**config.mk**
```make
export PLATFORM = sky130hd
export DESIGN_NAME = base32_char_decoder_top
export DESIGN_NICKNAME = d
export VERILOG_FILES = /design/src/hw/rtl/b32d_pkg.sv /design/src/hw/rtl/b32d_front.sv /design/src/hw/rtl/b32d_queue.sv /design/src/hw/rtl/b32d_back.sv /design/src/hw/rtl/base32_char_decoder_top.sv
export SDC_FILE = /design/constraint.sdc
export NUM_CORES = 1
export LEC_CHECK = 0
export BUFFER_PORTS_ARGS = -buffer_cell sky130_fd_sc_hd__buf_2
export CORE_UTILIZATION = 40
export CTS_BUF_LIST = sky130_fd_sc_hd__clkbuf_4 sky130_fd_sc_hd__clkbuf_8
export DETAILED_ROUTE_END_ITERATION = 8
export SLEW_MARGIN = 20
export SYNTH_ARGS = -nofsm -noshare
export SYNTH_HDL_FRONTEND = slang
export SYNTH_SLANG_ARGS = --single-unit
```
**constraint.sdc**
```tcl
create_clock -name clk -period 4.6 [get_ports clk]
set_clock_uncertainty 0.15 [all_clocks]
set_input_delay 1.38 -clock clk [delete_from_list [all_inputs] [get_ports clk]]
set_output_delay 1.38 -clock clk [all_outputs]
set_load 0.005 [all_outputs]
```
**src/hw/rtl/b32d_pkg.sv**
```systemverilog
// Shared types and constants for the base32 character decoder.
// No dependencies; every other file of the decoder imports this package.
package b32d_pkg;

    localparam int unsigned DEFAULT_MAX_OUTPUT_BYTES = 65535;
    localparam int unsigned DEFAULT_QUEUE_DEPTH      = 2;

    localparam int unsigned COUNT_W = 16;
    localparam int unsigned ACC_W   = 12;
    localparam int unsigned HELD_W  = 4;
    localparam int unsigned SYM_W   = 5;

    localparam logic [7:0] SYM_MASK     = 8'h1F;
    localparam logic [7:0] DIGIT_OFFSET = 8'd24;
    localparam logic [7:0] CH_O         = 8'h4F;
    localparam logic [7:0] CH_L         = 8'h4C;
    localparam logic [7:0] CH_B         = 8'h42;

    typedef enum logic [1:0] {
        KIND_SYM,
        KIND_SKIP,
        KIND_BAD
    } sym_kind_t;

    typedef struct packed {
        sym_kind_t          kind;
        logic [SYM_W-1:0]   value;
        logic               last;
    } item_t;

endpackage

```
**src/hw/rtl/b32d_front.sv**
```systemverilog
// Front end of the decoder: accepts characters and classifies them.
// Depends on b32d_pkg; feeds b32d_queue.
module b32d_front (
    input  logic            in_valid,
    output logic            in_ready,
    input  logic [7:0]      character,
    input  logic            last_char,
    output logic            push_valid,
    input  logic            push_ready,
    output b32d_pkg::item_t push_item
);
    import b32d_pkg::*;

    logic [7:0] ch_alias;

    always_comb
    begin
        case (character)
            8'h30:   ch_alias = CH_O;
            8'h31:   ch_alias = CH_L;
            8'h38:   ch_alias = CH_B;
            default: ch_alias = character;
        endcase
    end

    always_comb
    begin
        push_item.last = last_char;
        push_item.kind = KIND_BAD;
        push_item.value = '0;
        if (character inside {8'h20, 8'h09, 8'h0D, 8'h0A, 8'h2D})
        begin
            push_item.kind = KIND_SKIP;
        end
        else if (ch_alias inside {[8'h41:8'h5A], [8'h61:8'h7A]})
        begin
            push_item.kind = KIND_SYM;
            push_item.value = SYM_W'((ch_alias & SYM_MASK) - 8'd1);
        end
        else if (ch_alias inside {[8'h32:8'h37]})
        begin
            push_item.kind = KIND_SYM;
            push_item.value = SYM_W'(ch_alias - DIGIT_OFFSET);
        end
    end

    assign push_valid = in_valid;
    assign in_ready   = push_ready;

endmodule

```
**src/hw/rtl/b32d_queue.sv**
```systemverilog
// Short queue of classified characters between the front and back ends.
// Depends on b32d_pkg for the item type.
module b32d_queue #(
    parameter int unsigned DEPTH = b32d_pkg::DEFAULT_QUEUE_DEPTH
) (
    input  logic            clk,
    input  logic            rst_n,
    input  logic            push_valid,
    output logic            push_ready,
    input  b32d_pkg::item_t push_item,
    output logic            pop_valid,
    input  logic            pop_ready,
    output b32d_pkg::item_t pop_item
);
    import b32d_pkg::*;

    localparam int unsigned PTR_W = (DEPTH > 1) ? $clog2(DEPTH) : 1;
    localparam int unsigned CNT_W = $clog2(DEPTH + 1);
    localparam logic [PTR_W-1:0] LAST_PTR = PTR_W'(DEPTH - 1);
    localparam logic [CNT_W-1:0] FULL_CNT = CNT_W'(DEPTH);

    item_t            mem_reg [DEPTH];
    logic [PTR_W-1:0] wr_ptr_reg, wr_ptr_next;
    logic [PTR_W-1:0] rd_ptr_reg, rd_ptr_next;
    logic [CNT_W-1:0] count_reg, count_next;
    logic             do_push;
    logic             do_pop;

    assign push_ready = (count_reg != FULL_CNT);
    assign pop_valid  = (count_reg != '0);
    assign pop_item   = mem_reg[rd_ptr_reg];
    assign do_push    = push_valid && push_ready;
    assign do_pop     = pop_valid && pop_ready;

    always_comb
    begin
        wr_ptr_next = wr_ptr_reg;
        rd_ptr_next = rd_ptr_reg;
        count_next  = count_reg;
        if (do_push)
        begin
            wr_ptr_next = (wr_ptr_reg == LAST_PTR) ? '0 : wr_ptr_reg + 1'b1;
        end
        if (do_pop)
        begin
            rd_ptr_next = (rd_ptr_reg == LAST_PTR) ? '0 : rd_ptr_reg + 1'b1;
        end
        if (do_push && !do_pop)
        begin
            count_next = count_reg + 1'b1;
        end
        else if (do_pop && !do_push)
        begin
            count_next = count_reg - 1'b1;
        end
    end

    always_ff @(posedge clk or negedge rst_n)
    begin
        if (!rst_n)
        begin
            wr_ptr_reg <= '0;
            rd_ptr_reg <= '0;
            count_reg  <= '0;
        end
        else
        begin
            wr_ptr_reg <= wr_ptr_next;
            rd_ptr_reg <= rd_ptr_next;
            count_reg  <= count_next;
        end
    end

    always_ff @(posedge clk)
    begin
        if (do_push)
        begin
            mem_reg[wr_ptr_reg] <= push_item;
        end
    end

endmodule

```
**src/hw/rtl/b32d_back.sv**
```systemverilog
// Back end of the decoder: bit accumulation, byte count and the output register.
// Depends on b32d_pkg; takes classified characters from b32d_queue.
module b32d_back #(
    parameter int unsigned MAX_OUTPUT_BYTES = b32d_pkg::DEFAULT_MAX_OUTPUT_BYTES
) (
    input  logic            clk,
    input  logic            rst_n,
    input  logic            item_valid,
    output logic            item_ready,
    input  b32d_pkg::item_t item,
    output logic            out_valid,
    input  logic            out_ready,
    output logic [7:0]      out_byte,
    output logic            byte_valid,
    output logic            bad_char,
    output logic            string_end,
    output logic [15:0]     bytes_decoded
);
    import b32d_pkg::*;

    localparam int unsigned LIMIT_INT = (MAX_OUTPUT_BYTES > 65535) ? 65535 : MAX_OUTPUT_BYTES;
    localparam logic [COUNT_W-1:0] COUNT_LIMIT = COUNT_W'(LIMIT_INT);

    logic [ACC_W-1:0]   acc_reg, acc_next;
    logic [HELD_W-1:0]  held_reg, held_next;
    logic [COUNT_W-1:0] count_reg, count_next;
    logic               err_reg, err_next;

    logic               out_valid_reg, out_valid_next;
    logic [7:0]         out_byte_reg;
    logic               byte_valid_reg;
    logic               bad_char_reg;
    logic               string_end_reg;
    logic [COUNT_W-1:0] bytes_reg;

    logic               take;
    logic               emit;
    logic               have_byte;
    logic [7:0]         new_byte;
    logic [ACC_W-1:0]   acc_shift;
    logic [HELD_W-1:0]  held_sum;
    logic [HELD_W-1:0]  held_rem;
    logic [COUNT_W-1:0] count_upd;
    logic               err_upd;

    assign item_ready = !out_valid_reg || out_ready;
    assign take       = item_valid && item_ready;

    assign acc_shift = {acc_reg[ACC_W-SYM_W-1:0], item.value};
    assign held_sum  = held_reg + HELD_W'(SYM_W);
    assign held_rem  = held_sum - HELD_W'(8);

    always_comb
    begin
        acc_next  = acc_reg;
        held_next = held_reg;
        count_upd = count_reg;
        err_upd   = err_reg;
        emit      = 1'b0;
        have_byte = 1'b0;
        new_byte  = '0;
        if (!err_reg)
        begin
            case (item.kind)
                KIND_BAD:
                begin
                    err_upd = 1'b1;
                    emit    = 1'b1;
                end
                KIND_SYM:
                begin
                    if (held_sum >= HELD_W'(8))
                    begin
                        held_next = held_rem;
                        new_byte  = 8'(acc_shift >> held_rem);
                        acc_next  = acc_shift & ~({ACC_W{1'b1}} << held_rem);
                        have_byte = 1'b1;
                        emit      = 1'b1;
                        if (count_reg < COUNT_LIMIT)
                        begin
                            count_upd = count_reg + 1'b1;
                        end
                    end
                    else
                    begin
                        held_next = held_sum;
                        acc_next  = acc_shift;
                    end
                end
                default:
                begin
                end
            endcase
        end
        if (item.last)
        begin
            emit = 1'b1;
        end
        count_next = count_upd;
        err_next   = err_upd;
        if (item.last)
        begin
            acc_next   = '0;
            held_next  = '0;
            count_next = '0;
            err_next   = 1'b0;
        end
    end

    always_comb
    begin
        if (take)
        begin
            out_valid_next = emit;
        end
        else
        begin
            out_valid_next = out_valid_reg && !out_ready;
        end
    end

    always_ff @(posedge clk or negedge rst_n)
    begin
        if (!rst_n)
        begin
            acc_reg       <= '0;
            held_reg      <= '0;
            count_reg     <= '0;
            err_reg       <= 1'b0;
            out_valid_reg <= 1'b0;
        end
        else
        begin
            out_valid_reg <= out_valid_next;
            if (take)
            begin
                acc_reg   <= acc_next;
                held_reg  <= held_next;
                count_reg <= count_next;
                err_reg   <= err_next;
            end
        end
    end

    always_ff @(posedge clk)
    begin
        if (take && emit)
        begin
            out_byte_reg   <= new_byte;
            byte_valid_reg <= have_byte;
            bad_char_reg   <= err_upd;
            string_end_reg <= item.last;
            bytes_reg      <= count_upd;
        end
    end

    assign out_valid     = out_valid_reg;
    assign out_byte      = out_byte_reg;
    assign byte_valid    = byte_valid_reg;
    assign bad_char      = bad_char_reg;
    assign string_end    = string_end_reg;
    assign bytes_decoded = bytes_reg;

    // Between characters fewer than eight bits are pending, and nothing lies above them.
    a_held_range: assert property (@(posedge clk) disable iff (!rst_n)
        held_reg <= HELD_W'(7))
        else $error("pending bit count out of range");

    a_acc_clean: assert property (@(posedge clk) disable iff (!rst_n)
        (acc_reg >> held_reg) == '0)
        else $error("stale bits above the pending bits");

    a_last_clears: assert property (@(posedge clk) disable iff (!rst_n)
        take && item.last |=> held_reg == '0 && count_reg == '0 && !err_reg)
        else $error("string state not cleared after the last character");

    a_byte_not_bad: assert property (@(posedge clk) disable iff (!rst_n)
        out_valid_reg |-> !(byte_valid_reg && bad_char_reg))
        else $error("decoded byte reported together with a bad character");

    a_byte_counted: assert property (@(posedge clk) disable iff (!rst_n)
        out_valid_reg && byte_valid_reg |-> bytes_reg != '0)
        else $error("decoded byte without a byte count");

endmodule

```
**src/hw/rtl/base32_char_decoder_top.sv**
```systemverilog
// Base32 character decoder: one character per transfer in, at most one result out.
// A character is registered in the queue, then its result in the output register.
// Throughput is one character per cycle while the output is not stalled by out_ready.
// Reset clears the bit accumulator, byte count, error flag, queue and output valid.
// Depends on b32d_pkg, b32d_front, b32d_queue and b32d_back.
module base32_char_decoder_top #(
    parameter int unsigned MAX_OUTPUT_BYTES = b32d_pkg::DEFAULT_MAX_OUTPUT_BYTES,
    parameter int unsigned QUEUE_DEPTH      = b32d_pkg::DEFAULT_QUEUE_DEPTH
) (
    input  logic        clk,
    input  logic        rst_n,
    input  logic        in_valid,
    output logic        in_ready,
    input  logic [7:0]  character,
    input  logic        last_char,
    output logic        out_valid,
    input  logic        out_ready,
    output logic [7:0]  out_byte,
    output logic        byte_valid,
    output logic        bad_char,
    output logic        string_end,
    output logic [15:0] bytes_decoded
);
    import b32d_pkg::*;

    logic  push_valid;
    logic  push_ready;
    item_t push_item;
    logic  pop_valid;
    logic  pop_ready;
    item_t pop_item;

    b32d_front u_front (
        .in_valid   (in_valid),
        .in_ready   (in_ready),
        .character  (character),
        .last_char  (last_char),
        .push_valid (push_valid),
        .push_ready (push_ready),
        .push_item  (push_item)
    );

    b32d_queue #(
        .DEPTH (QUEUE_DEPTH)
    ) u_queue (
        .clk        (clk),
        .rst_n      (rst_n),
        .push_valid (push_valid),
        .push_ready (push_ready),
        .push_item  (push_item),
        .pop_valid  (pop_valid),
        .pop_ready  (pop_ready),
        .pop_item   (pop_item)
    );

    b32d_back #(
        .MAX_OUTPUT_BYTES (MAX_OUTPUT_BYTES)
    ) u_back (
        .clk           (clk),
        .rst_n         (rst_n),
        .item_valid    (pop_valid),
        .item_ready    (pop_ready),
        .item          (pop_item),
        .out_valid     (out_valid),
        .out_ready     (out_ready),
        .out_byte      (out_byte),
        .byte_valid    (byte_valid),
        .bad_char      (bad_char),
        .string_end    (string_end),
        .bytes_decoded (bytes_decoded)
    );

endmodule

```
## Word-level counts from Yosys, hierarchy flattened

Memories as Yosys holds them, arrays and structs flattened.
Cells that the tools add are included.

- Memories kept: 1
- Bits in writable memories: 16
- Bits in registers: 60

- Magnitude comparators: 8
- Muxes and demuxes: 32
- Equality and inequality tests: 11
- Add/sub/neg operators: 9
- Shift-type cells: 2
- Bitwise logic cells: 4
- Reductions and logical operators: 23

Memory list:

| memory | depth | bits a word | rd ports | clocked after Yosys merged registers in | wr ports | RTL line | source |
|---|---|---|---|---|---|---|---|
| u_queue.mem_reg | 2 | 8 | 1 | 0 | 1 | b32d_queue.sv:22 | `item_t mem_reg [DEPTH];` |

Operators by type and width:

| cell | number |
|---|---|
| $mux 16 | 5 |
| $mux 7 | 6 |
| $eq 8x6->1 const B | 5 |
| $eq 8x4->1 const B | 3 |
| $pmux 8 s3 | 1 |
| $add 16x1->16 const B | 1 |
| $ge 8x7->1 const B | 2 |
| $le 8x7->1 const B | 2 |
| $lt 16x16->1 const B | 1 |
| $mux 4 | 4 |
| $shl 12x4->7 const A | 1 |
| $shr 12x4->8 | 1 |
| $mux 1 | 11 |
| $logic_and 1x1->1 | 9 |
| $ge 8x6->1 const B | 1 |
| $le 8x6->1 const B | 1 |
| $reduce_bool 2->1 | 4 |
| $and 7x7->7 | 1 |
| $not 7->7 | 1 |
| $mux 2 | 3 |
| $mux 5 | 1 |
| $reduce_bool 5->1 | 1 |
| $sub 5x1->5 const B | 1 |
| $sub 5x5->5 const B | 1 |
| other kinds (17) | 22 |

## Depth between registers and ports, before layout

- Depth in word-level cells: 9
- Depth in mapped cells: 10

## Hierarchy

From an unflattened synthesis, not the netlist that was laid out.

- Cells, all modules: 403
- Area, all modules: 4383.0 um2

Modules (own cells, without submodules):

| module | instances | area an instance (um2) | cells an instance | seq. area each (um2) |
|---|---|---|---|---|
| b32d_back | 1 | 3113.0 | 285 | 1536.5 |
| b32d_queue | 1 | 787.0 | 43 | 580.6 |
| b32d_front | 1 | 483.0 | 75 | 0.0 |

## Least setup slack after synthesis

Ideal clock, no wire load.

- Kind: input-to-reg
- Start point: input out_ready
- End point: register u_back.bad_char_reg (netlist: u_back.bad_char), enable pin
- Data arrival time: 3.338 ns
- Slack: 0.691 ns
- Required time: 4.028 ns
- Buffers on the path: 1
- Cell stages on the path: 5
- Cell sequence: nand2b_1 -> o21a_1 -> inv_1 -> buf_1 -> a21oi_1

- Cells in the longest elaborated chain, start to end: 3

Ends and longest elaborated chain:

| element | RTL line | source |
|---|---|---|
| start, declared | base32_char_decoder_top.sv:17 | `input logic out_ready,` |
| $logic_or 1x1->1 | b32d_back.sv:46 | `assign item_ready = !out_valid_reg \|\| out_ready;` |
| $logic_and 1x1->1 | b32d_back.sv:47 | `assign take = item_valid && item_ready;` |
| $logic_and 1x1->1 | b32d_back.sv:147 | `if (take && emit)` |
| end signal, assigned | b32d_back.sv:151 | `bad_char_reg <= err_upd;` |
| end, declared | b32d_back.sv:32 | `logic bad_char_reg;` |

No other way between the ends.
A chain may end at the register's enable or synchronous reset.

==> qor.yml <==
diodes: 0
grt_setup_unrepaired: "no"
hold_buffers: 0
hp-class: "reg -> reg"
worstMarginPinSlew_ps: 885
cts-htree-levels: 3
initial_core_util_pct: 42.1
avgSynthCellArea_um2: 10.4
path_max_fanout: 10
cap_violations: 0
grt_usage_pct: 16.6
path_class: "in -> reg"
clkPwrFrac_pct: 21.1
status: "complete, no violations"
critPathCaptureType: "flop"
critPathTopFamily: "compound AO/OA/AOI/OAI gates"
total_power_uw: 2640
startpoint: "character[1]"
crit_slowest_cell: "a311oi_2"
row_count: 36
switchingPower_uw: 959
grt_first_pass_wirelength_um: 14400
r2r-start: "u_back.held_reg[0]"
synth_warnings: 0
fin_tns_setup_ps: 0
clock_sinks: 76
numCtsBuffers: 9
cts_root_buf: "clkbuf_8"
ir_worst_vdd_mv: 0.227
globalplace.congestion: 0.857
max_stage_delay_ps: 420
die_h_um: 104
clockBufferDepth: 2
first_pass_iters: 5
synth_seq_cells: 76
internal_power_uw: 1680
drt-wirelength-per-cell_um: 15.2
viasPerCell: 5.53
antenna_found_initial: 0
place_hpwl_um: 5940
cts_resized: 0
path_common_cell: "a21oi_1"
pwr-share-comb_pct: 35.4
slew_headroom_pct: 40.6
postSynthCellCount: 401
cts_tree: "yes"
cp-start-kind: "input port"
setup_viol: 0
crit_buf_inv: 1
fin_crit_sh_pct: 74.0
ys_seq_area_share_pct: 50.5
async_flop_share_pct: 43.4
grt_max_degree: 34
synth_ff_type: "edfxtp_1"
worstPathRequired_ps: 4590
drt_iter0_drc: 161
synth_edf_count: 43
path_cells: "buf_2, nor2_2, a21oi_1, a31oi_1, ha_1, nand2b_1, a21o_1, a311oi_2, a21oi_1, a221oi_1"
drive_above_1_share_pct: 17.3
syn_nets: 422
die_w_um: 104
insertion_delay_ps: 350
final_cell_mix: "edfxtp_1, buf_2, nand2_1"
io_buffers: 41
arrival_ps: 3390
p_sw_share_pct: 36.4
coreArea_um2: 9950
cts_setup_buffers: 0
layout_commonest_cell: "edfxtp_1"
syn2layout_area_growth_pct: 12.4
finalMaxSlewViolations: 0
synth_area_um2: 4190
p_leak_uw: 0.00190
fin_nets: 455
hold_violations: 0
grt_pass1_vias: 2914
io_pins: 42
seqPwrFrac_pct: 43.5
min_period_ps: 3400
drc: 0
hp-start: "u_queue.wr_ptr_reg"
dieArea_um2: 10900
overflow: 0
synth_cell_types: 62
wirelength_um: 8670
powerDensity_nw_per_um2: 561
ant_nets: 0
fmax_mhz: 294
num_vias: 3161
clk_pin_slew_ps: 70
==> final cells by class <==
| cell class | instances | area [µm²] |
|---|---|---|
| clock buffers | 10 | 138 |
| clock inverters | 6 | 77.6 |
| fillers | 914 | 5250 |
| inverters | 18 | 67.6 |
| multi-input cells | 285 | 1910 |
| flip-flops and latches | 76 | 2120 |
| well taps | 133 | 166 |
| repair buffers | 44 | 228 |
==> per-stage QoR <==
stage                     hold slack [ps]  area (µm²)  setup slack [ps]  utilization [%]  instances
final                                 342        4710              1200             47.3        572
after global routing                  373        4710              1030             47.3        572
after CTS                             343        4710              1230             47.3        572
after detailed placement              328        4490               884             45.1        556
after global placement                325        4490               956             45.1        556
after floorplan                       311        4190               691                -        401
==> logic make-up (layout without fill, tap and decap cells) <==
kind of cell,Yosys count,in the layout,share of synthesized area (%)
and+or+nand+nor,137,137,16.5
adders and majority gates,8,8,2.39
DFF,76,76,50.5
AOI/OAI and AO/OA,102,102,17.7
xor gates and xnor gates,19,19,3.97
buffers and inverters,40,78,3.88
muxes,19,19,4.99
==> power groups by stage <==
stage          logic (µW)  clock network, µW  registers [µW]
2_1_floorplan         647                  0            1130
3_5_place_dp          938                  0            1160
5_1_grt              1040                603            1180
3_3_place_gp          928                  0            1160
6_report              934                556            1150
4_1_cts               943                573            1150
==> synth_stat cells, drive strengths merged (2+ instances only) <==
cell | instances | area (µm²)
edfxtp | 43 | 1290
nand2 | 37 | 139
nor2 | 36 | 143
dfrtp | 33 | 826
o21ai | 21 | 105
inv | 18 | 67.6
a21oi | 14 | 70.1
mux2i | 13 | 130
nor3 | 13 | 70.1
clkbuf | 12 | 45.0
buf | 10 | 50.1
nand3 | 10 | 50.1
xnor2 | 10 | 87.6
xor2 | 9 | 78.8
ha | 8 | 100
a211oi | 7 | 57.6
a21o | 7 | 52.6
and3 | 7 | 43.8
nor4 | 7 | 50.1
a32oi | 6 | 52.6
a32o | 5 | 50.1
mux2 | 5 | 56.3
nand4 | 5 | 31.3
nor2b | 5 | 31.3
a22o | 4 | 35.0
a2bb2oi | 4 | 35.0
nand2b | 4 | 25.0
o311ai | 4 | 35.0
o41ai | 4 | 35.0
a31oi | 3 | 18.8
and2 | 3 | 18.8
o31a | 3 | 26.3
o31ai | 3 | 22.5
a211o | 2 | 17.5
a22oi | 2 | 15.0
and4 | 2 | 17.5
o2111ai | 2 | 17.5
o211ai | 2 | 15.0
o21a | 2 | 15.0
o21bai | 2 | 15.0
or3 | 2 | 12.5
==> path summary, 6_finish.rpt <==
| check | slack (ps) | cells past startpoint | endpoint |
|---|---|---|---|
| max | 1200 | 10 | u_queue.mem_reg[0][1] |
| min | 340 | 1 | u_queue.wr_ptr_reg |
| max reg2reg | 1630 | 5 | u_back.bytes_decoded[10] |
| min reg2reg | 340 | 1 | u_queue.wr_ptr_reg |
| max in group asynchronous | 2830 | 1 | u_back.acc_reg[6] |
| min in group asynchronous | 960 | 1 | u_back.count_reg[1] |
==> per-layer routing <==
layer,up-vias,share of wire (%),track usage (%)
li1,1571,-,-
met1,1490,50,23.3
met2,87,44,25.0
met3,13,4.4,2.57
met4,0,1.9,8.06
met5,-,0,0
(Power assumes the default switching activity.)
